===== config.mk =====
export PLATFORM = sky130hd
export DESIGN_NAME = iiws_row_acc
export DESIGN_NICKNAME = d
export VERILOG_FILES = /design/src/hw/rtl/iiws_pkg.sv /design/src/hw/rtl/iiws_row_acc.sv
export SDC_FILE = /design/constraint.sdc
export NUM_CORES = 1
export LEC_CHECK = 0
export BUFFER_PORTS_ARGS = -buffer_cell sky130_fd_sc_hd__buf_4
export CAP_MARGIN = 10
export CELL_PAD_IN_SITES_DETAIL_PLACEMENT = 2
export CELL_PAD_IN_SITES_GLOBAL_PLACEMENT = 2
export CORE_MARGIN = 4
export CORE_UTILIZATION = 38
export CTS_CLUSTER_DIAMETER = 200
export DETAILED_ROUTE_END_ITERATION = 8
export HOLD_SLACK_MARGIN = 0.15
export PLACE_DENSITY_LB_ADDON = 0.1
export SLEW_MARGIN = 20
export SYNTH_ARGS = -nofsm -noshare
export SYNTH_HDL_FRONTEND = slang
export SYNTH_SLANG_ARGS = --single-unit

===== constraint.sdc =====
create_clock -name aclk -period 6.4 [get_ports aclk]
set_input_delay 0.32 -clock aclk [delete_from_list [all_inputs] [get_ports aclk]]
set_output_delay 0.32 -clock aclk [all_outputs]
set_load 0.02 [all_outputs]

===== src/hw/rtl/iiws_pkg.sv =====
// Shared types, constants and a helper for the integral image block.
package iiws_pkg;

    // Frame geometry limits.
    localparam int MAX_WIDTH  = 1024;
    localparam int MAX_HEIGHT = 1024;
    localparam int COL_W      = $clog2(MAX_WIDTH);
    localparam int ROW_W      = $clog2(MAX_HEIGHT);

    // Configuration register width and reset values.
    localparam int CFG_W = 11;
    localparam logic [CFG_W-1:0] WIDTH_LIMIT  = CFG_W'(MAX_WIDTH);
    localparam logic [CFG_W-1:0] HEIGHT_LIMIT = CFG_W'(MAX_HEIGHT);

    // Accumulator widths.
    localparam int PIX_W       = 8;
    localparam int PIX_SQ_W    = 2 * PIX_W;
    localparam int COL_SUM_W   = 18;
    localparam int COL_SQ_W    = 26;
    localparam int ROW_SUM_W   = 29;
    localparam int ROW_SQ_W    = 36;
    localparam int OUT_SUM_W   = 28;
    localparam int OUT_SQ_W    = 36;
    localparam int OUT_DATA_W  = OUT_SUM_W + OUT_SQ_W;

    // Configuration register indexes, as decoded from the word address.
    typedef enum logic {
        REG_FRAME_WIDTH  = 1'b0,
        REG_FRAME_HEIGHT = 1'b1
    } iiws_reg_t;

    // Position flags that follow each pixel down the pipeline.
    typedef struct packed {
        logic first_row;
        logic first_col;
        logic last;
    } iiws_tag_t;

    // One entry of the column memory.
    typedef struct packed {
        logic [COL_SQ_W-1:0]  sq;
        logic [COL_SUM_W-1:0] sum;
    } iiws_col_t;

    // Maps a programmed size to the size in use: zero acts as one, large values saturate.
    function automatic logic [CFG_W-1:0] eff_size(input logic [CFG_W-1:0] v,
                                                  input logic [CFG_W-1:0] limit);
        logic [CFG_W-1:0] r;
        if (v == '0) begin
            r = CFG_W'(1);
        end else if (v > limit) begin
            r = limit;
        end else begin
            r = v;
        end
        return r;
    endfunction

endpackage


===== src/hw/rtl/iiws_row_acc.sv =====
// Running sums along the row and the output register of the result channel.
module iiws_row_acc
    import iiws_pkg::*;
(
    input  logic                  aclk,
    input  logic                  aresetn,
    input  logic                  advance,
    input  logic                  col_valid,
    input  iiws_col_t             col_data,
    input  iiws_tag_t             col_tag,
    output logic                  out_valid,
    output logic [OUT_DATA_W-1:0] out_data,
    output logic                  out_last
);

    logic [ROW_SUM_W-1:0] row_sum_reg, row_sum_next;
    logic [ROW_SQ_W-1:0]  row_sq_reg, row_sq_next;
    logic                 out_valid_reg;
    logic [OUT_SUM_W-1:0] out_sum_reg;
    logic [OUT_SQ_W-1:0]  out_sq_reg;
    logic                 out_last_reg;

    // Add the column totals along the row; the first column restarts the row.
    always_comb begin
        if (col_tag.first_col) begin
            row_sum_next = ROW_SUM_W'(col_data.sum);
            row_sq_next  = ROW_SQ_W'(col_data.sq);
        end else begin
            row_sum_next = row_sum_reg + ROW_SUM_W'(col_data.sum);
            row_sq_next  = row_sq_reg + ROW_SQ_W'(col_data.sq);
        end
    end

    always_ff @(posedge aclk) begin
        if (!aresetn) begin
            row_sum_reg   <= '0;
            row_sq_reg    <= '0;
            out_valid_reg <= 1'b0;
        end else if (advance) begin
            out_valid_reg <= col_valid;
            if (col_valid) begin
                row_sum_reg <= row_sum_next;
                row_sq_reg  <= row_sq_next;
            end
        end
    end

    // Result payload, held while the downstream side stalls.
    always_ff @(posedge aclk) begin
        if (advance && col_valid) begin
            out_sum_reg  <= OUT_SUM_W'(row_sum_next);
            out_sq_reg   <= OUT_SQ_W'(row_sq_next);
            out_last_reg <= col_tag.last;
        end
    end

    assign out_valid = out_valid_reg;
    assign out_data  = {out_sq_reg, out_sum_reg};
    assign out_last  = out_last_reg;

endmodule


======== Word level (Yosys, flattened, before mapping) ========
Cells that the tools add are included.
cells by class
  add/subtract/negate cells ............... 2
  muxes and demuxes ....................... 2
  reductions and logical operators ........ 2
operators with widths
  cell               count
  $add 36x26->36     1
  $mux 36            1
  $add 29x18->29     1
  $mux 29            1
  $reduce_and 2->1   1
  $logic_and 1x1->1  1
storage, ports and cells
  word-level logic and storage cells ...... 12
  input port bits ......................... 51
  register bits ........................... 131

======== Logic depth before layout (Yosys ltp) ========
Gate-level depths: netlist of run 1.
  word-level depth ........................ 2
  depth in mapped cells ................... 12
  depth with buffers taken out ............ 11

======== Worst setup path after synthesis of run 1 ========
OpenSTA, ideal clock, no wires.
  path kind ............................... input port to flip-flop
  start ................................... input advance
  end ..................................... register out_last_reg (netlist: out_last), enable pin
  arrival ................................. 2762 ps
  slack ................................... 3183 ps
  stages .................................. 4
  path buffers ............................ 2
  setup time .............................. 454 ps
  cell sequence ........................... nand2_1 -> inv_1 -> clkbuf_1 -> clkbuf_1
between the ends
  word-level cells in the longest chain between the ends .. 1
RTL lines
  what                    RTL line            RTL
  start: declaration      iiws_row_acc.sv:7   input logic advance,
  $logic_and 1x1->1       iiws_row_acc.sv:50  if (advance && col_valid) begin
  end signal: assignment  iiws_row_acc.sv:53  out_last_reg <= col_tag.last;
  end: declaration        iiws_row_acc.sv:21  logic out_last_reg;
No other way between the ends.
A chain may end at the register's enable or synchronous reset.

======== Worst setup path in the final report of run 1 ========
  start ................................... register row_sum_reg[0]
  end ..................................... register out_sum_reg[24], data pin
between the ends
  word-level cells in the longest chain between the ends .. 2
RTL lines
  what                      RTL line            RTL
  start: declaration        iiws_row_acc.sv:16  logic [ROW_SUM_W-1:0] row_sum_reg, row_sum_next;
  start signal: assignment  iiws_row_acc.sv:42  row_sum_reg <= row_sum_next;
  $add 29x18->29            iiws_row_acc.sv:29  row_sum_next = row_sum_reg + ROW_SUM_W'(col_data.sum);
  $mux 29                   iiws_row_acc.sv:25  if (col_tag.first_col) begin
  via row_sum_next[24]      iiws_row_acc.sv:16
  end signal: assignment    iiws_row_acc.sv:51  out_sum_reg <= OUT_SUM_W'(row_sum_next);
  end: declaration          iiws_row_acc.sv:19  logic [OUT_SUM_W-1:0] out_sum_reg;
The timed path passes the listed nets, and every way through them passes these cells.

==> summary.txt, run 1 <==
Yosys cell types: 67
Starting Density: 0.390
Worst Path Max Fanout: 11
Clock period minus worst slack: 3.51 ns
Mapped Cells: 858
Clock Tree Buf Depth: 2
Synthesis warning total: 0
Worst-path clk slew: 0.06 ns
Final Cycle Share: 0.548
Post-CTS Setup Bufs: 0
Asr flop ratio synth: 0
RSZ-0062 raised after global routing: false
Layout net count: 1047
Synthesized cell area: 7660 sq um
GR Util All Layers: 0.236
PostCTS Resize Cnt: 0
# port buffers: 115
Vias after detailed routing: 7078
Sw power: 0.704 mW
Max Cap Viol: 0
Hold violation count in the final report: 0
Die H: 150 um
Worst min path class: input pin to flip-flop
Cts hold-fix bufs: 1
Drt total wl: 26100 um
Antenna-violating nets left: 0
Clock latency on the worst-skew pair: 0.43 ns
Status: finished, final reports clean
Vias in the first global route: 7915
Required time worst endpoint: 6.54 ns
Worst-Margin Slew: 0.991 ns
Total power: 2.50 mW
Seq pwr share: 0.379
Max-slew violation count: 0
Width of the die: 150 um
# clock sinks: 130
Synth Register Bits: 130
Initial antenna violation count: 0
Switching fraction of total power: 0.282
Final setup viols: 0
Max Clock Freq: 0.285 GHz
Mapped Nets: 955
Rel. slew slack: 0.336
CTS tree: done
Area Overhead vs Synth: 22.2%
Max VDD drop: 0.000191 V
Crit Path Class: flip-flop to flip-flop
DIE AREA: 22500 sq um
Initial DRC Count: 276
Total gr overflow: 0
Combinational power share: 0.187
DR pass1 iterations: 4
DRC Markers: 0
Post-Route Setup TNS: 0 ns
CP Capture Type: flip-flop
Power Density: 267 nW/um^2
CTS buffer count: 17
Internal power: 1.79 mW
First-pass GRT wire length: 42200 um
Syn Area/Cell: 8.93 sq um
Pleak: 3.82 nW
Crit path arrival time: 3.65 ns
DP HPWL: 17700 um
Core area: 19700 sq um
Max H-tree Level: 4
GP Congestion: 0.817
Vias/cell: 5.76
Row count: 51
Clock root buffer: clkbuf_16
Clock share of power: 0.434
Largest net degree at the start of global routing: 78
Wire length per cell: 21.3 um
Post-synth EDFFs: 65
Crit path launch type: flip-flop
Most frequent cells in the layout: buf_4 (119), nand2_1 (109), o21ai_0 (77)
Commonest non-fill, non-tap cell in the layout: buf_4
Boundary Pins: 117
Number of diodes: 0
Clock Skews: 0.00957 ns
Layout cells sized above 1: 0.179
Dominant synthesized flop cell: edfxtp_1
Sequential-to-total area share from yosys stat: 0.425
-- per-layer routing --
metal / vias up / part of all wire / GRT usage
met1: 3583 / 0.43 / 0.282
met4: 0 / 0.018 / 0.0654
met3: 34 / 0.037 / 0.0448
met5: - / 0 / 0
met2: 126 / 0.51 / 0.432
li1: 3335 / - / -
-- power by group through the flow --
stage / clock (mW) / combinational [mW] / sequential, mW
floorplan: 0 / 0.271 / 0.989
global placement: 0 / 0.430 / 0.960
detailed placement: 0 / 0.460 / 0.963
CTS: 1.10 / 0.470 / 0.947
global route: 1.13 / 0.514 / 0.951
finish: 1.08 / 0.467 / 0.946
-- worst paths after layout --
check	start	to	slack, ns	depth (start not counted)
worst min register to register	row_sq_reg[3]	row_sq_reg[3]	0.47	2
worst min-delay path	col_data[9]	out_sum_reg[9]	0.20	3
worst max-delay path	row_sum_reg[0]	out_sum_reg[24]	2.89	10
worst max register to register	row_sum_reg[0]	out_sum_reg[24]	2.89	10
-- cell usage after synthesis, types with 3 or more instances --
master	number	area share
a21o_1	21	0.021
o21ai_0	77	0.050
o41ai_1	3	0.0034
edfxtp_1	65	0.25
inv_1	13	0.0064
o31ai_1	7	0.0069
o211a_1	3	0.0039
nor3_1	17	0.011
o21ba_2	10	0.013
mux2_2	3	0.0044
nand2b_1	8	0.0065
a21boi_0	3	0.0029
a31o_2	3	0.0034
o21bai_1	7	0.0069
o2111ai_1	4	0.0046
o21a_1	4	0.0039
or4_1	9	0.0088
nand2_1	110	0.054
a21oi_1	63	0.041
or3_1	16	0.013
xnor2_1	23	0.026
buf_1	5	0.0025
a31oi_1	19	0.016
nand3b_1	3	0.0029
dfxtp_1	65	0.17
nand3_1	23	0.015
clkbuf_1	39	0.019
ha_1	44	0.072
and2_1	6	0.0049
o21ai_1	8	0.0052
nor2_1	72	0.035
and3_1	12	0.0098
xor2_1	21	0.024
nor2b_1	10	0.0082
nand4_1	9	0.0073
o211ai_1	12	0.012
-- cells by family (layout without fill, tap and decap cells) --
kind of cell    after synthesis  count (layout)  synth area share
xor+xnor                     44              44            0.0503
flops                       130             130             0.425
simple gates                301             301             0.183
buf+inv                      61             166            0.0307
mux                           5               5           0.00702
fa+ha+maj                    46              46            0.0771
compound gates              271             271             0.228
-- worst max-delay path, stage by stage (launching register included) --
cell	delay [ns]
dfxtp_1	0.31
ha_1	0.21
fa_1	0.42
a21oi_1	0.25
o221ai_1	0.23
o2111ai_1	0.36
o21ai_1	0.17
a31oi_1	0.78
nor2_1	0.21
xnor2_1	0.20
nor2_1	0.06
-- per-stage QoR --
step,hold slack (ns),area (sq um),worst slack (ns),cells,utilization
floorplan,0.419,7660,3.18,858,-
global route,0.206,9360,2.52,1228,0.476
detailed placement,0.461,8710,2.77,1195,0.443
CTS,0.184,9360,2.86,1228,0.476
global placement,0.449,8710,2.94,1195,0.443
finish,0.200,9360,2.89,1228,0.476
-- cell type report --
class / instances / area (sq um)
Fill cell: 2194 / 10300
Tap cell: 265 / 332
Inverter: 14 / 55.1
Clock inverter: 14 / 211
Multi-Input combinational cell: 667 / 4180
Clock buffer: 18 / 429
Sequential cell: 130 / 3250
Timing Repair Buffer: 120 / 903
Power figures use the tool's default switching activity.
==> run 2: changes to the inputs <==
- CORE_UTILIZATION: 38 -> 32
- clock period: 6.4 -> 3 ns (I/O delays scaled with it)
==> summary.txt, run 2 (synthesized netlist as in run 1, its figures left out) <==
Status: finished, final reports clean
Clock period minus worst slack: 2.90 ns
Post-route cell area: 10000 sq um
Seq pwr share: 0.394
Core area: 23500 sq um
DR pass1 iterations: 4
Dpl cells: 1265
Pleak: 4.07 nW
Max VDD drop: 0.000212 V
Fin cells: 1344
Total gr overflow: 0
CP peak stage delay: 0.54 ns
Area after DPL: 8910 sq um
Wire length per cell: 19.1 um
Worst-Margin Slew: 0.768 ns
Layout net count: 1108
Vias after detailed routing: 7154
Internal power: 3.57 mW
Initial antenna violation count: 1
Combinational power share: 0.212
Total power: 5.12 mW
First-pass GRT wire length: 41400 um
DIE AREA: 26500 sq um
Clock Skews: 0.0132 ns
Most frequent CP cell: buf_4
Initial DRC Count: 325
Max Cap Viol: 0
CTS buffer count: 17
Layout cells sized above 1: 0.201
Worst slack, placed: 0.0143 ns
Vias/cell: 5.32
Max Clock Freq: 0.345 GHz
GR Util All Layers: 0.192
Crit path launch type: input pin
Worst Path Max Fanout: 6
Clock Tree Buf Depth: 2
Crit Path Class: input pin to flip-flop
Row count: 56
# port buffers: 115
Final hold slack: 0.188 ns
Worst-path cell chain: dlygate4sd3_1 -> buf_4 -> ha_1 -> buf_4 -> nand2_1 -> o21ai_0 -> a21oi_2 -> nor2_1 -> a2bb2oi_4 -> a31oi_4 -> buf_4 -> or3_1 -> a21oi_2
DRC Markers: 0
# clock sinks: 130
Max-slew violation count: 0
Crit path arrival time: 3.18 ns
Area Overhead vs Synth: 31.0%
Vias in the first global route: 7998
Antenna-violating nets left: 0
CP max-delay cell: dlygate4sd3_1
Drt total wl: 25600 um
CP Capture Type: flip-flop
Post-Route Utilization: 0.426
Width of the die: 163 um
Final Cycle Share: 0.967
Starting Density: 0.325
Post-route setup slack: 0.0980 ns
Power Density: 510 nW/um^2
Largest net degree at the start of global routing: 114
Clock latency on the worst-skew pair: 0.43 ns
Clock share of power: 0.394
Worst min path class: input pin to flip-flop
Switching fraction of total power: 0.303
Max H-tree Level: 4
Hold violation count in the final report: 0
CTS tree: done
Die H: 163 um
DP HPWL: 17600 um
GP Congestion: 0.811
Sw power: 1.55 mW
Clock root buffer: clkbuf_16
Rel. slew slack: 0.488
Commonest non-fill, non-tap cell in the layout: buf_4
Required time worst endpoint: 3.28 ns
Post-Route Setup TNS: 0 ns
Most frequent cells in the layout: buf_4 (136), nand2_1 (109), o21ai_0 (77)
Final setup viols: 0
Worst-path clk slew: 0.06 ns
Boundary Pins: 117
==> run 2: cell types whose count changed in the layout (fill, tap and decap cells not counted), moves of 2 or more <==
| cell | delta |
|---|---|
| o2111ai_1 | -2 |
| a31oi_4 | +2 |
| inv_6 | +2 |
| a21oi_1 | -2 |
| buf_4 | +17 |
| dlygate4sd3_1 | +42 |
| bufinv_16 | -4 |
| clkinv_2 | +2 |
| a21oi_2 | +2 |
==> run 2: final timing paths <==
kind / cells past startpoint / startpoint / slack (ns) / end
hold reg to reg: 2 / row_sq_reg[13] / 0.47 / row_sq_reg[13]
setup / recovery: 13 / col_data[34] / 0.1 / out_sq_reg[30]
setup reg to reg: 11 / row_sq_reg[16] / 0.18 / out_sq_reg[30]
hold / removal: 2 / aresetn / 0.19 / row_sq_reg[15]
==> run 2: cell type report <==
class	instances	area, sq um
Sequential cell	130	3250
Inverter	14	55.1
Antenna cell	1	2.50
Tap cell	319	399
Fill cell	2633	13500
Timing Repair Buffer	180	1470
Clock buffer	17	425
Multi-Input combinational cell	668	4300
Clock inverter	15	134
==> run 2: metal layers <==
layer / vias up / track usage / wire [um]
li1: 3470 / - / -
met1: 3550 / 0.239 / 11700
met2: 108 / 0.344 / 12800
met3: 26 / 0.0316 / 739
met4: 0 / 0.0538 / 395
met5: - / 0 / 0
==> run 2: worst max-delay path: cells and delay by family <==
family                   cells  cell delay, ns
buffers and inverters        4            1.03
AND/OR/NAND/NOR              3            0.61
adder cells (fa/ha/maj)      1            0.35
AO/OA/AOI/OAI                5            1.04
==> run 2: power groups by stage <==
stage	logic [mW]	registers, mW	clock network, mW
2_1_floorplan	0.577	2.11	0
3_3_place_gp	0.960	2.05	0
3_5_place_dp	1.00	2.05	0
4_1_cts	1.06	2.02	2.07
5_1_grt	1.20	2.02	2.15
6_report	1.09	2.02	2.02
==> run 2: repair_timing <==
action                                 in CTS  in global routing
endpoints found under the hold margin      63                  0
cloned                                      0                  1
buffers inserted                            0                  2
setup endpoints to repair                   2                 33
hold buffers                               43                  0
resized for setup                           1                 16
pin swaps                                   0                  3
