### src/hw/rtl/iiws_pkg.sv
// Shared types, constants and a helper for the integral image block.
package iiws_pkg;

    // Frame geometry limits.
    localparam int MAX_WIDTH  = 1024;
    localparam int MAX_HEIGHT = 1024;
    localparam int COL_W      = $clog2(MAX_WIDTH);
    localparam int ROW_W      = $clog2(MAX_HEIGHT);

    // Configuration register width and reset values.
    localparam int CFG_W = 11;
    localparam logic [CFG_W-1:0] WIDTH_LIMIT  = CFG_W'(MAX_WIDTH);
    localparam logic [CFG_W-1:0] HEIGHT_LIMIT = CFG_W'(MAX_HEIGHT);

    // Accumulator widths.
    localparam int PIX_W       = 8;
    localparam int PIX_SQ_W    = 2 * PIX_W;
    localparam int COL_SUM_W   = 18;
    localparam int COL_SQ_W    = 26;
    localparam int ROW_SUM_W   = 29;
    localparam int ROW_SQ_W    = 36;
    localparam int OUT_SUM_W   = 28;
    localparam int OUT_SQ_W    = 36;
    localparam int OUT_DATA_W  = OUT_SUM_W + OUT_SQ_W;

    // Configuration register indexes, as decoded from the word address.
    typedef enum logic {
        REG_FRAME_WIDTH  = 1'b0,
        REG_FRAME_HEIGHT = 1'b1
    } iiws_reg_t;

    // Position flags that follow each pixel down the pipeline.
    typedef struct packed {
        logic first_row;
        logic first_col;
        logic last;
    } iiws_tag_t;

    // One entry of the column memory.
    typedef struct packed {
        logic [COL_SQ_W-1:0]  sq;
        logic [COL_SUM_W-1:0] sum;
    } iiws_col_t;

    // Maps a programmed size to the size in use: zero acts as one, large values saturate.
    function automatic logic [CFG_W-1:0] eff_size(input logic [CFG_W-1:0] v,
                                                  input logic [CFG_W-1:0] limit);
        logic [CFG_W-1:0] r;
        if (v == '0) begin
            r = CFG_W'(1);
        end else if (v > limit) begin
            r = limit;
        end else begin
            r = v;
        end
        return r;
    endfunction

endpackage

### src/hw/rtl/iiws_pos_ctrl.sv
// Raster position counters that tag each pixel with its column and frame edges.
module iiws_pos_ctrl
    import iiws_pkg::*;
(
    input  logic             aclk,
    input  logic             aresetn,
    input  logic             cfg_clear,
    input  logic             in_accept,
    input  logic [CFG_W-1:0] frame_width,
    input  logic [CFG_W-1:0] frame_height,
    output logic [COL_W-1:0] col,
    output iiws_tag_t        tag
);

    logic [COL_W-1:0] col_reg, col_next;
    logic [ROW_W-1:0] row_reg, row_next;
    logic [CFG_W-1:0] w_eff, h_eff;
    logic [ROW_W-1:0] row;
    logic             last_col, last_row;

    assign w_eff = eff_size(frame_width, WIDTH_LIMIT);
    assign h_eff = eff_size(frame_height, HEIGHT_LIMIT);

    // Guard the counters against a position beyond the frame in use.
    assign col = ({1'b0, col_reg} >= w_eff) ? '0 : col_reg;
    assign row = ({1'b0, row_reg} >= h_eff) ? '0 : row_reg;

    assign last_col = ({1'b0, col} == (w_eff - CFG_W'(1)));
    assign last_row = ({1'b0, row} == (h_eff - CFG_W'(1)));

    assign tag.first_row = (row == '0);
    assign tag.first_col = (col == '0);
    assign tag.last      = last_col && last_row;

    // Advance in raster order, wrapping at the frame size.
    always_comb begin
        col_next = col + COL_W'(1);
        row_next = row;
        if (last_col) begin
            col_next = '0;
            row_next = last_row ? '0 : row + ROW_W'(1);
        end
    end

    always_ff @(posedge aclk) begin
        if (!aresetn || cfg_clear) begin
            col_reg <= '0;
            row_reg <= '0;
        end else if (in_accept) begin
            col_reg <= col_next;
            row_reg <= row_next;
        end
    end

endmodule

### config.mk
export PLATFORM = sky130hd
export DESIGN_NAME = iiws_pos_ctrl
export DESIGN_NICKNAME = d
export VERILOG_FILES = /design/src/hw/rtl/iiws_pkg.sv /design/src/hw/rtl/iiws_pos_ctrl.sv
export SDC_FILE = /design/constraint.sdc
export NUM_CORES = 1
export LEC_CHECK = 0
export ABC_CLOCK_PERIOD_IN_PS = 4450
export BUFFER_PORTS_ARGS = -buffer_cell sky130_fd_sc_hd__buf_2
export CAP_MARGIN = 5
export CORE_MARGIN = 2
export CORE_UTILIZATION = 35
export CTS_CLUSTER_DIAMETER = 120
export DETAILED_ROUTE_END_ITERATION = 6
export PLACE_DENSITY = 0.52
export SLEW_MARGIN = 10
export SYNTH_ARGS = -nofsm -noshare
export SYNTH_HDL_FRONTEND = slang
export SYNTH_SLANG_ARGS = --single-unit
### constraint.sdc
create_clock -name aclk -period 4.45 [get_ports aclk]
set_input_delay 0.89 -clock aclk [delete_from_list [all_inputs] [get_ports aclk]]
set_output_delay 0.89 -clock aclk [all_outputs]
set_load 0.005 [all_outputs]
Word-level counts from Yosys, hierarchy flattened
Index checks and enable logic that the tools add are counted.

operators by class
  $add $sub $neg = 4
  order comparisons = 4
  eq/ne operators = 2
  muxes and demuxes = 9
  reduce and logical (&&, ||, !) cells = 7

operators by type and width
  cell                                                    count
  2-to-1 mux 10 bit                                       5
  2-to-1 mux 11 bit                                       4
  == test 10 x 11 -> 1 bit                                2
  greater-or-equal comparator 10 x 11 -> 1 bit            2
  greater-than comparator 11 bit (second input constant)  2
  logical NOT 11 bit                                      2
  subtractor 11 x 1 -> 11 bit (second input constant)     2
  adder 10 x 1 -> 10 bit (second input constant)          2
  logical NOT 10 bit                                      2
  logical AND 1 bit                                       1
  logical NOT 1 bit                                       1
  logical OR 1 bit                                        1

word-level totals
  register bits after elaboration = 20
  input bits = 26
  output and inout port bits = 13
  word-level logic and storage cells = 28

Logic depth before layout (Yosys ltp)
Gate-level depths: netlist of run 1.

  depth after elaboration = 8
  mapped depth = 20
  mapped depth without buffers = 18

Worst setup path before layout of run 1
OpenSTA, ideal clock, no wires.

  kind = input -> output
  start point = input frame_width[8]
  end point = output tag[0] (netlist name)
  data arrival time = 3851 ps
  required time = 3560 ps
  setup slack = -291 ps
  cell stages on the path = 15
  buffers on the path = 3
  cells stage by stage = or4_1 > nor2_1 > a32oi_1 > inv_1 > ha_1 > nand2b_1 > a31oi_1 > o21ai_0 > nand2_1 > clkbuf_1 > nand4_1 > a2111o_1 > buf_4 > buf_2 > nor2_1

RTL lines
  what             RTL line             text
  start, declared  iiws_pos_ctrl.sv:9   input logic [CFG_W-1:0] frame_width,
  end, declared    iiws_pos_ctrl.sv:12  output iiws_tag_t tag

==> reports/metrics.yaml, run 1 <==
sta:
  worst_hold_slack_ns: 0.517
  setup_tns_ns: -0.413
  worstMarginPinSlew_ns: 0.620
  fmax_ghz: 0.213
  setup-violations-final: 3
  hold_viol_final: 0
  timing.final.crit_share_pct: 105
  report.final.slew_viol_count: 0
  finClkSkew_ns: 0.00793
  grt_setup_unrepaired: "true"
  setup_ws_ns: -0.244
  maxSlewHeadroom_pct: 58.7
  period_needed_ns: 4.69
global_route:
  grt_pass1_vias: 3474
  grt_pass1_wl_um: 16400
  grt_start_max_net_pins: 21
  gr-total-overflow: 0
  grt_use_total_pct: 22.6
  antenna_found_initial: 0
setup_path:
  rr_worst_depth: 17
  crit_end: "tag[0]"
  crit_path_end_kind: "output port"
  critPathRequiredTime_ns: 3.56
  r2r-end: "col_reg[8]"
  path_cells: "buf_6 > or4_4 > nor2_4 > a32oi_2 > inv_2 > buf_6 > buf_4 > buf_4 > buf_4 > buf_4 > buf_4 > buf_4 > buf_4 > buf_4 > buf_4 > buf_4 > buf_4 > a32oi_1 > a2111o_1 > nor2_4 > buf_2"
  slowest_delay_ns: 0.55
  crit_type: "in2out"
  worstSetupStartpointType: "input port"
  slowest_stage: "or4_4"
  rrSetupSlack_ns: 0.92
  cpMostUsedCell: "buf_4"
  r2r-start: "col_reg[5]"
  cp_max_fo: 2
  arrival_ns: 3.80
  cp-startpoint: "frame_width[7]"
synth:
  synth.most_common_cell: "nand2_1"
  syn_nets: 465
  synth_ff_type: "dfxtp_1"
  synth_edf_count: 0
  yosysTopAreaCell: "dfxtp_1"
  syn_avg_cell_area_um2: 6.95
  synthTopCellsByArea: "dfxtp_1 14%, ha_1 11%, nand2_1 6.0%, nand3_1 5.4%, nor2_1 4.4%"
  synth_cell_type_count: 62
  yosys_warnings: 0
  async_flop_share_pct: 0
  syn_area_mm2: 0.00287
  synth_common_cells: "46 x nand2_1, 34 x nor2_1, 31 x nand3_1, 27 x inv_1, 26 x ha_1"
  synth_cells: 413
  synth_seq_cells: 20
  yosysSeqAreaShare_pct: 13.9
  yosys.area.top_type_share_pct: 13.9
floorplan:
  dieWidth_um: 94.6
  core_area_mm2: 0.00809
  die_h_um: 94.6
  ios: 39
  rows: 33
  start_util_pct: 35.5
  die_area_mm2: 0.00894
clock_tree:
  cts_root_buffer: "clkbuf_8"
  cts.clk_slew.worst_paths_ns: 0.08
  clk_latency_ns: 0.26
  cts_inserted_buffers: 3
  clk_path_buf_depth: 2
  cts_tree: "yes"
  cts_hold_buf: 0
  cts.sinks: 20
  htreeDepth: 1
routing:
  ant_nets: 0
  drtPass1Iterations: 4
  avgRoutedWirePerCell_um: 15.2
  drt_wl_total_um: 9960
  dr_total_vias: 3572
  drt_iter0_markers: 153
  vias_per_cell: 5.46
  drcViolationCount: 0
layout:
  syn_to_final_growth_pct: 49.6
  antenna_cells: 0
  final_util_pct: 53.1
  final_area_mm2: 0.00430
  layout.nets: 602
  drive_gt1_share_pct: 37.5
pwr:
  peakVddDrop_uv: 132
  power.leakage_nw: 1.97
  powerDensity_mw_per_mm2: 127
  power.total_w: 0.000546
place:
  postPlaceCellArea_mm2: 0.00381
  hpwl_um: 7580
  gp_congestion: 0.924
  port_buffers: 38
outcome:
  status: "complete, but fails checks"
  violations: "setup timing"
hold_path:
  min_from: "col_reg[6]"
  hold_class: "reg2reg"
flow_run:
  maxCapViolCount: 0
-- worst min path at each step --
| stage | end | slack, ns | depth (start not counted) |
|---|---|---|---|
| 2_1_floorplan | col_reg[6] | 0.46 | 2 |
| 3_3_place_gp | col_reg[6] | 0.50 | 2 |
| 3_5_place_dp | col_reg[6] | 0.50 | 2 |
| 4_1_cts | col_reg[6] | 0.52 | 2 |
| 5_1_grt | col_reg[6] | 0.55 | 2 |
| 6_report | col_reg[6] | 0.52 | 2 |
-- metal layers --
layer  part of all wire, %  up-vias  track usage [%]
met5                     0        -                0
met4                   1.8        0             6.52
met3                   3.1       18             1.52
met2                    45       61             37.0
met1                    50     1674             32.1
li1                      -     1819                -
-- stage by stage --
| stage | setup WS (ns) | instances |
|---|---|---|
| 2_1_floorplan | -0.174 | 413 |
| 3_3_place_gp | -0.453 | 627 |
| 3_5_place_dp | -0.475 | 627 |
| 4_1_cts | -0.279 | 652 |
| 5_1_grt | -0.345 | 654 |
| 6_report | -0.244 | 654 |
-- critical path: cells and delay by family --
family | cells | cell delay (ns)
buffers and inverters | 15 | 1.45
AND/OR/NAND/NOR | 3 | 0.80
AO/OA/AOI/OAI | 3 | 0.66
-- report_power, final --
group / leakage (nW) / internal (W) / total, W / switching [W]
Clock: 0.0288 / 0.0000789 / 0.000142 / 0.0000629
Sequential: 0.161 / 0.000179 / 0.000181 / 0.00000126
Combinational: 1.78 / 0.000111 / 0.000223 / 0.000113
-- layout make-up --
type | instances | area [um2]
timing repair buffer | 150 | 1070
multi-input combinational | 346 | 2530
inverter | 29 | 111
tap | 105 | 131
fill | 800 | 3800
clock buffer | 4 | 55.1
sequential | 20 | 400
-- what timing repair did --
item / 4_1_cts / 5_1_grt
buffers inserted: 21 / 4
setup endpoints to repair: 3 / 13
gates resized for setup: 31 / 26
pin swaps: 27 / 24
-- kinds of logic after synthesis --
family,synth area share [%]
adders and majority gates,11.3
and+or+nand+nor,35.7
buffers and inverters,6.75
muxes,2.79
AOI/OAI and AO/OA,25.5
DFF,13.9
xor gates and xnor gates,3.97
-- layout by cell type, fill, tap and decap left out, types with 5 or more instances in the layout --
cell and n:
and3_1 7, a21oi_1 11, buf_2 34, o21ai_1 8, nand3_1 30, nor4_1 6, a22oi_1 9, or3_1 5
nand2_1 43, nand2b_1 9, ha_1 21, nor2_1 31, inv_1 24, buf_6 7, nor3_1 12, o21ai_0 13
dfxtp_1 20, xnor2_1 8, mux2i_1 8, buf_4 109, a21o_1 5, o211ai_1 8, nand4_1 7, a31oi_1 6
No activity file was read; power rests on OpenSTA's default activity.
==> run 2: changes to the inputs <==
PLACE_DENSITY = unset   (was 0.52)
PLACE_DENSITY_LB_ADDON = 0.3   (was unset)
==> run 2 against run 1 <==
  * The flow still finishes with violations (setup timing)
  * Via count up 4.3%
  * Wire length up 0.98%
  * Flip-flop and latch count unchanged
  * Highest routed layer unchanged
  * Largest power group unchanged
  * Sequential power about the same
  * Register-to-register slack better by 0.02 ns
  * Combinational power up 3%
==> reports/metrics.yaml, run 2 (synthesis gave the netlist of run 1 again) <==
layout:
  drive_gt1_share_pct: 37.9  # +0.41 points
  final_util_pct: 53.3  # +0.25 points
  layout.nets: 605  # +0.50%
  final_area_mm2: 0.00432  # +0.47%
  stdcell_count: 656  # +0.31%
  multiInputGateArea_mm2: 0.00253  # about the same
  ff_latch_area_um2: 400  # unchanged
  antenna_cells: 0  # unchanged
  mostFrequentLayoutCells: "109 x buf_4, 43 x nand2_1, 34 x buf_2, 30 x nand3_1, 29 x nor2_1"
  syn_to_final_growth_pct: 50.3
  nFillCells: 771  # -3.6%
  final_common_cell: "buf_4"
clock_tree:
  clk_latency_ns: 0.25  # about the same
  clk_path_buf_depth: 2  # unchanged
  htreeDepth: 1  # unchanged
  cts_root_buffer: "clkbuf_8"
  cts_tree: "yes"
  cts_hold_buf: 0  # unchanged
  cts_inserted_buffers: 3  # unchanged
  cts.sinks: 20  # unchanged
  cts.clk_slew.worst_paths_ns: 0.07  # about the same
global_route:
  grt_pass1_wl_um: 16400  # about the same
  grt_use_total_pct: 22.6  # -0.054 points
  grt_pass1_vias: 3544  # +2.0%
  gr-total-overflow: 0  # unchanged
  grt_start_max_net_pins: 21  # unchanged
  antenna_found_initial: 0  # unchanged
place:
  dpl.cell_count: 620  # -1.1%
  port_buffers: 38  # unchanged
  gp_congestion: 0.884  # -4.4%
  postPlaceCellArea_mm2: 0.00375  # -1.4%
  hpwl_um: 7370  # -2.8%
sta:
  grt_setup_unrepaired: "true"
  setup_ws_ns: -0.299  # -0.0551 ns
  period_needed_ns: 4.75  # +0.0551 ns
  worstMarginPinSlew_ns: 0.616  # -0.00386 ns
  maxSlewHeadroom_pct: 58.9  # +0.26 points
  finClkSkew_ns: 0.00517  # -0.00276 ns
  fmax_ghz: 0.211  # -1.2%
  hold_viol_final: 0  # unchanged
  setup-violations-final: 3  # unchanged
  report.final.slew_viol_count: 0  # unchanged
  timing.final.crit_share_pct: 107  # +1.2 points
setup_path:
  critPathRequiredTime_ns: 3.56  # about the same
  cp_max_fo: 2  # unchanged
  crit_path_end_kind: "output port"
  arrival_ns: 3.86  # +0.06 ns
  worstSetupStartpointType: "input port"
  crit_type: "in2out"
outcome:
  violations: "setup timing"
  status: "complete, but fails checks"
routing:
  drcViolationCount: 0  # unchanged
  drt_iter0_markers: 210  # +37%
  drt_wl_total_um: 10100  # +0.98%
  vias_per_cell: 5.68  # +4.0%
  avgRoutedWirePerCell_um: 15.3  # +0.68%
  dr_total_vias: 3725  # +4.3%
  drtPass1Iterations: 5  # +1
  ant_nets: 0  # unchanged
hold_path:
  hold_class: "reg2reg"
pwr:
  power.total_w: 0.000526  # -3.5%
  power.leakage_nw: 2.01  # +2.2%
  powerDensity_mw_per_mm2: 122  # -3.9%
  peakVddDrop_uv: 111  # -16%
floorplan:
  die_area_mm2: 0.00894  # unchanged
  die_h_um: 94.6  # unchanged
  start_util_pct: 35.5  # unchanged
  rows: 33  # unchanged
  ios: 39  # unchanged
  core_area_mm2: 0.00809  # unchanged
  dieWidth_um: 94.6  # unchanged
flow_run:
  maxCapViolCount: 0  # unchanged
## run 2: changes by cell type in the layout (fill, tap and decap cells not counted), sizes merged
cell | before | now
inv | 27 | 26
clkinvlp | 0 | 1
clkbuf | 4 | 3
buf | 150 | 153
## run 2: path summary, 6_finish.rpt
path	from	endpoint	slack [ns]	cells after the start
max	frame_width[8]	tag[0]	-0.30	22
min	col_reg[6]	col_reg[6]	0.50	2
max reg2reg	col_reg[9]	row_reg[6]	0.94	14
min reg2reg	col_reg[6]	col_reg[6]	0.50	2
## run 2: critical path, stage by stage
cell	delay (ns)
buf_6	0.09
or4_4	0.55
nor2_4	0.12
a32oi_2	0.13
inv_2	0.10
buf_4	0.10
buf_4	0.09
buf_4	0.09
buf_4	0.09
buf_4	0.09
buf_4	0.09
buf_4	0.10
buf_4	0.09
buf_4	0.10
buf_4	0.10
buf_4	0.09
buf_4	0.09
buf_4	0.09
a32oi_1	0.08
a2111o_1	0.44
nor2_4	0.10
buf_2	0.11
## run 2: power breakdown
group          switching [W]  internal (W)
sequential        0.00000135      0.000179
clock              0.0000557     0.0000602
combinational       0.000116      0.000114
total               0.000173      0.000353
## run 2: final cells by class
cell class / instances / share of cell area, %
Clock buffer: 3 / 0.957
Inverter: 29 / 2.64
Multi-Input combinational cell: 346 / 58.6
Sequential cell: 20 / 9.28
Tap cell: 105 / 3.04
Timing Repair Buffer: 153 / 25.5
## run 2: stage by stage
stage,setup WS [ns],TNS [ns],hold WS (ns)
after floorplan,-0.174,-0.174,0.457
after global placement,-0.419,-3.03,0.483
after detailed placement,-0.415,-3.78,0.482
after CTS,-0.214,-0.435,0.495
after global routing,-0.399,-0.940,0.525
final,-0.299,-0.390,0.501
## run 2: timing repair
action | CTS | global route
buffers inserted | 30 | 3
endpoints found under the setup margin | 9 | 17
pin swaps | 25 | 23
resized for setup | 34 | 26
## run 2: per-layer routing
layer / track usage (%) / vias up / routed length, um
met1: 30.1 / 1781 / 4550
met5: 0 / - / 0
li1: - / 1822 / -
met2: 39.6 / 106 / 4900
met3: 2.23 / 16 / 418
met4: 4.59 / 0 / 183
==> run 3: changes to the inputs <==
==> constraint.sdc (replaced) <==
create_clock -name aclk -period 4.45 [get_ports aclk]
set_input_delay 0.445 -clock aclk [delete_from_list [all_inputs] [get_ports aclk]]
set_output_delay 0.445 -clock aclk [all_outputs]
set_load 0.02 [all_outputs]
==> run 3 against run 2 <==
  * The flow now finishes without violations
  * Total power is 2.8% lower
  * Critical path depth is 6 lower
  * Sequential power hardly changed
  * Wire length is 13% lower
  * Sequential share of layout area is 2.7 points higher
  * Count of clock-buffer cells in the layout stayed put
  * Via count is 12% lower
  * Maximum frequency is 12% higher
  * Clock power is 57% higher
  * Worst hold slack better by 0.0069 ns
  * Critical endpoint unchanged
==> reports/metrics.yaml, run 3 (synthesis gave the netlist of run 1 again) <==
global_route:
  grt_use_total_pct: 19.6  # -3.0 points
  antenna_found_initial: 0  # unchanged
  gr-total-overflow: 0  # unchanged
  grt_pass1_wl_um: 14300  # -13%
  grt_start_max_net_pins: 21  # unchanged
  grt_pass1_vias: 3061  # -14%
layout:
  nFillCells: 853  # +11%
  antenna_cells: 0  # unchanged
  layout.nets: 507  # -16%
  multiInputGateArea_mm2: 0.00230  # -8.9%
  mostFrequentLayoutCells: "45 x nand2_1, 38 x buf_2, 33 x nor2_1, 31 x nand3_1, 27 x inv_1"
  final_common_cell: "nand2_1"
  stdcell_count: 559  # -15%
  ff_latch_area_um2: 400  # unchanged
  drive_gt1_share_pct: 16.7  # -21 points
  syn_to_final_growth_pct: 16.1
sta:
  setup-violations-final: 0  # -3
  period_needed_ns: 4.23  # -0.521 ns
  timing.final.crit_share_pct: 95.0  # -12 points
  fmax_ghz: 0.236  # +12%
  hold_viol_final: 0  # unchanged
  maxSlewHeadroom_pct: 52.8  # -6.2 points
  finClkSkew_ns: 0.00487  # -0.000305 ns
  report.final.slew_viol_count: 0  # unchanged
  setup_tns_ns: 0  # +0.390 ns
  worstMarginPinSlew_ns: 0.702  # +0.0858 ns
setup_path:
  r2r-start: "col_reg[4]"
  worstSetupStartpointType: "input port"
  slowest_stage: "or4_1"
  rrSetupSlack_ns: 0.98  # +0.04 ns
  critPathBufInv: 4  # -12
  crit_type: "in2out"
  slowest_delay_ns: 0.56  # about the same
  path_cells: "buf_2 > or4_1 > nor2_1 > a32oi_1 > inv_1 > ha_1 > nand2b_1 > a31oi_2 > o21a_1 > o21ai_0 > xnor2_1 > nor4bb_1 > buf_4 > a2111o_1 > nor2_1 > buf_2"
  cpLargestDelayFamily: "compound AO/OA/AOI/OAI gates"
  critPathRequiredTime_ns: 4.01  # +0.45 ns
  arrival_ns: 3.78  # -0.08 ns
  rr_worst_depth: 13  # -1
  cp_max_fo: 7  # +5
  r2r-end: "row_reg[9]"
  crit_path_end_kind: "output port"
clock_tree:
  cts.clk_slew.worst_paths_ns: 0.08  # about the same
  cts.sinks: 20  # unchanged
  cts_inserted_buffers: 3  # unchanged
  clk_latency_ns: 0.26  # about the same
  clk_path_buf_depth: 2  # unchanged
  htreeDepth: 1  # unchanged
  cts_hold_buf: 0  # unchanged
  cts_root_buffer: "clkbuf_8"
  cts_tree: "yes"
hold_path:
  worstHoldEndpoint: "col_reg[6]"
  min_from: "col_reg[6]"
  min_delay_path_depth: 2  # unchanged
  hold_class: "reg2reg"
place:
  dpl.cell_count: 553  # -11%
  gp_congestion: 0.929  # +5.1%
  hpwl_um: 6850  # -6.9%
  port_buffers: 38  # unchanged
floorplan:
  dieWidth_um: 94.6  # unchanged
  start_util_pct: 35.5  # unchanged
  die_h_um: 94.6  # unchanged
  rows: 33  # unchanged
  die_area_mm2: 0.00894  # unchanged
  ios: 39  # unchanged
  core_area_mm2: 0.00809  # unchanged
outcome:
  status: "complete, no violations"
routing:
  avgRoutedWirePerCell_um: 15.6  # +1.6%
  drt_wl_total_um: 8710  # -13%
  drtPass1Iterations: 4  # -1
  drcViolationCount: 0  # unchanged
  dr_total_vias: 3280  # -12%
  drt_iter0_markers: 165  # -21%
  ant_nets: 0  # unchanged
  vias_per_cell: 5.87  # +3.3%
pwr:
  peakVddDrop_uv: 94.0  # -15%
  powerDensity_mw_per_mm2: 154  # +26%
  power.leakage_nw: 1.45  # -28%
flow_run:
  maxCapViolCount: 0  # unchanged
-- run 3: changes by cell type in the layout (fill, tap and decap cells not counted), sizes merged --
cell	delta
clkinvlp	-1
bufinv	+1
buf	-98
inv	+1
-- run 3: what timing repair did --
action / in CTS / in global routing
buffers inserted: 0 / 2
setup endpoints to repair: 0 / 3
resized for setup: 0 / 8
-- run 3: routing by layer --
metal / global-route usage (%) / wire length [um] / vias up
met4: 6.40 / 178 / 0
met1: 24.4 / 3890 / 1523
met2: 35.1 / 4240 / 107
met5: 0 / 0 / -
met3: 2.08 / 401 / 18
li1: - / - / 1632
-- run 3: power by group --
group | internal [W] | leakage, nW | total, W | switching [W]
logic | 0.0000570 | 1.25 | 0.000149 | 0.0000923
registers | 0.000179 | 0.161 | 0.000181 | 0.00000125
clock network | 0.000120 | 0.0357 | 0.000182 | 0.0000617
total | 0.000356 | 1.45 | 0.000512 | 0.000155
-- run 3: layout make-up --
cell class,count,area share [%]
Multi-Input combinational cell,346,69.1
Sequential cell,20,12.0
Timing Repair Buffer,55,9.53
Tap cell,105,3.94
Inverter,29,3.27
Clock buffer,3,1.24
Clock inverter,1,0.901
-- run 3: tightest hold or removal path, delay by kind of cell (launching register included) --
family / cells / cell delay [ns]
AOI/OAI and AO/OA: 1 / 0.05
DFF: 1 / 0.34
and+or+nand+nor: 1 / 0.07
-- run 3: worst max path at each step --
| stage | startpoint | endpoint | slack [ns] | depth (start not counted) |
|---|---|---|---|---|
| after CTS | frame_height[5] | tag[0] | 0.14 | 15 |
| after global routing | frame_width[7] | tag[0] | -0.03 | 16 |
| after floorplan | frame_width[8] | tag[0] | 0.30 | 15 |
| after detailed placement | frame_width[7] | col_reg[8] | 0.09 | 19 |
| after global placement | frame_width[8] | col_reg[8] | 0.12 | 19 |
| final | frame_width[7] | tag[0] | 0.22 | 16 |
-- run 3: metrics by stage --
stage	hold slack, ns	util, %	setup slack [ns]	instance area, um2	power [W]
after floorplan	0.457	-	0.304	2870	0.000280
after global placement	0.491	39.8	0.119	3220	0.000326
after detailed placement	0.503	39.8	0.0867	3220	0.000328
after CTS	0.514	40.7	0.145	3290	0.000514
after global routing	0.523	41.2	-0.0329	3330	0.000543
final	0.508	41.2	0.222	3330	0.000512
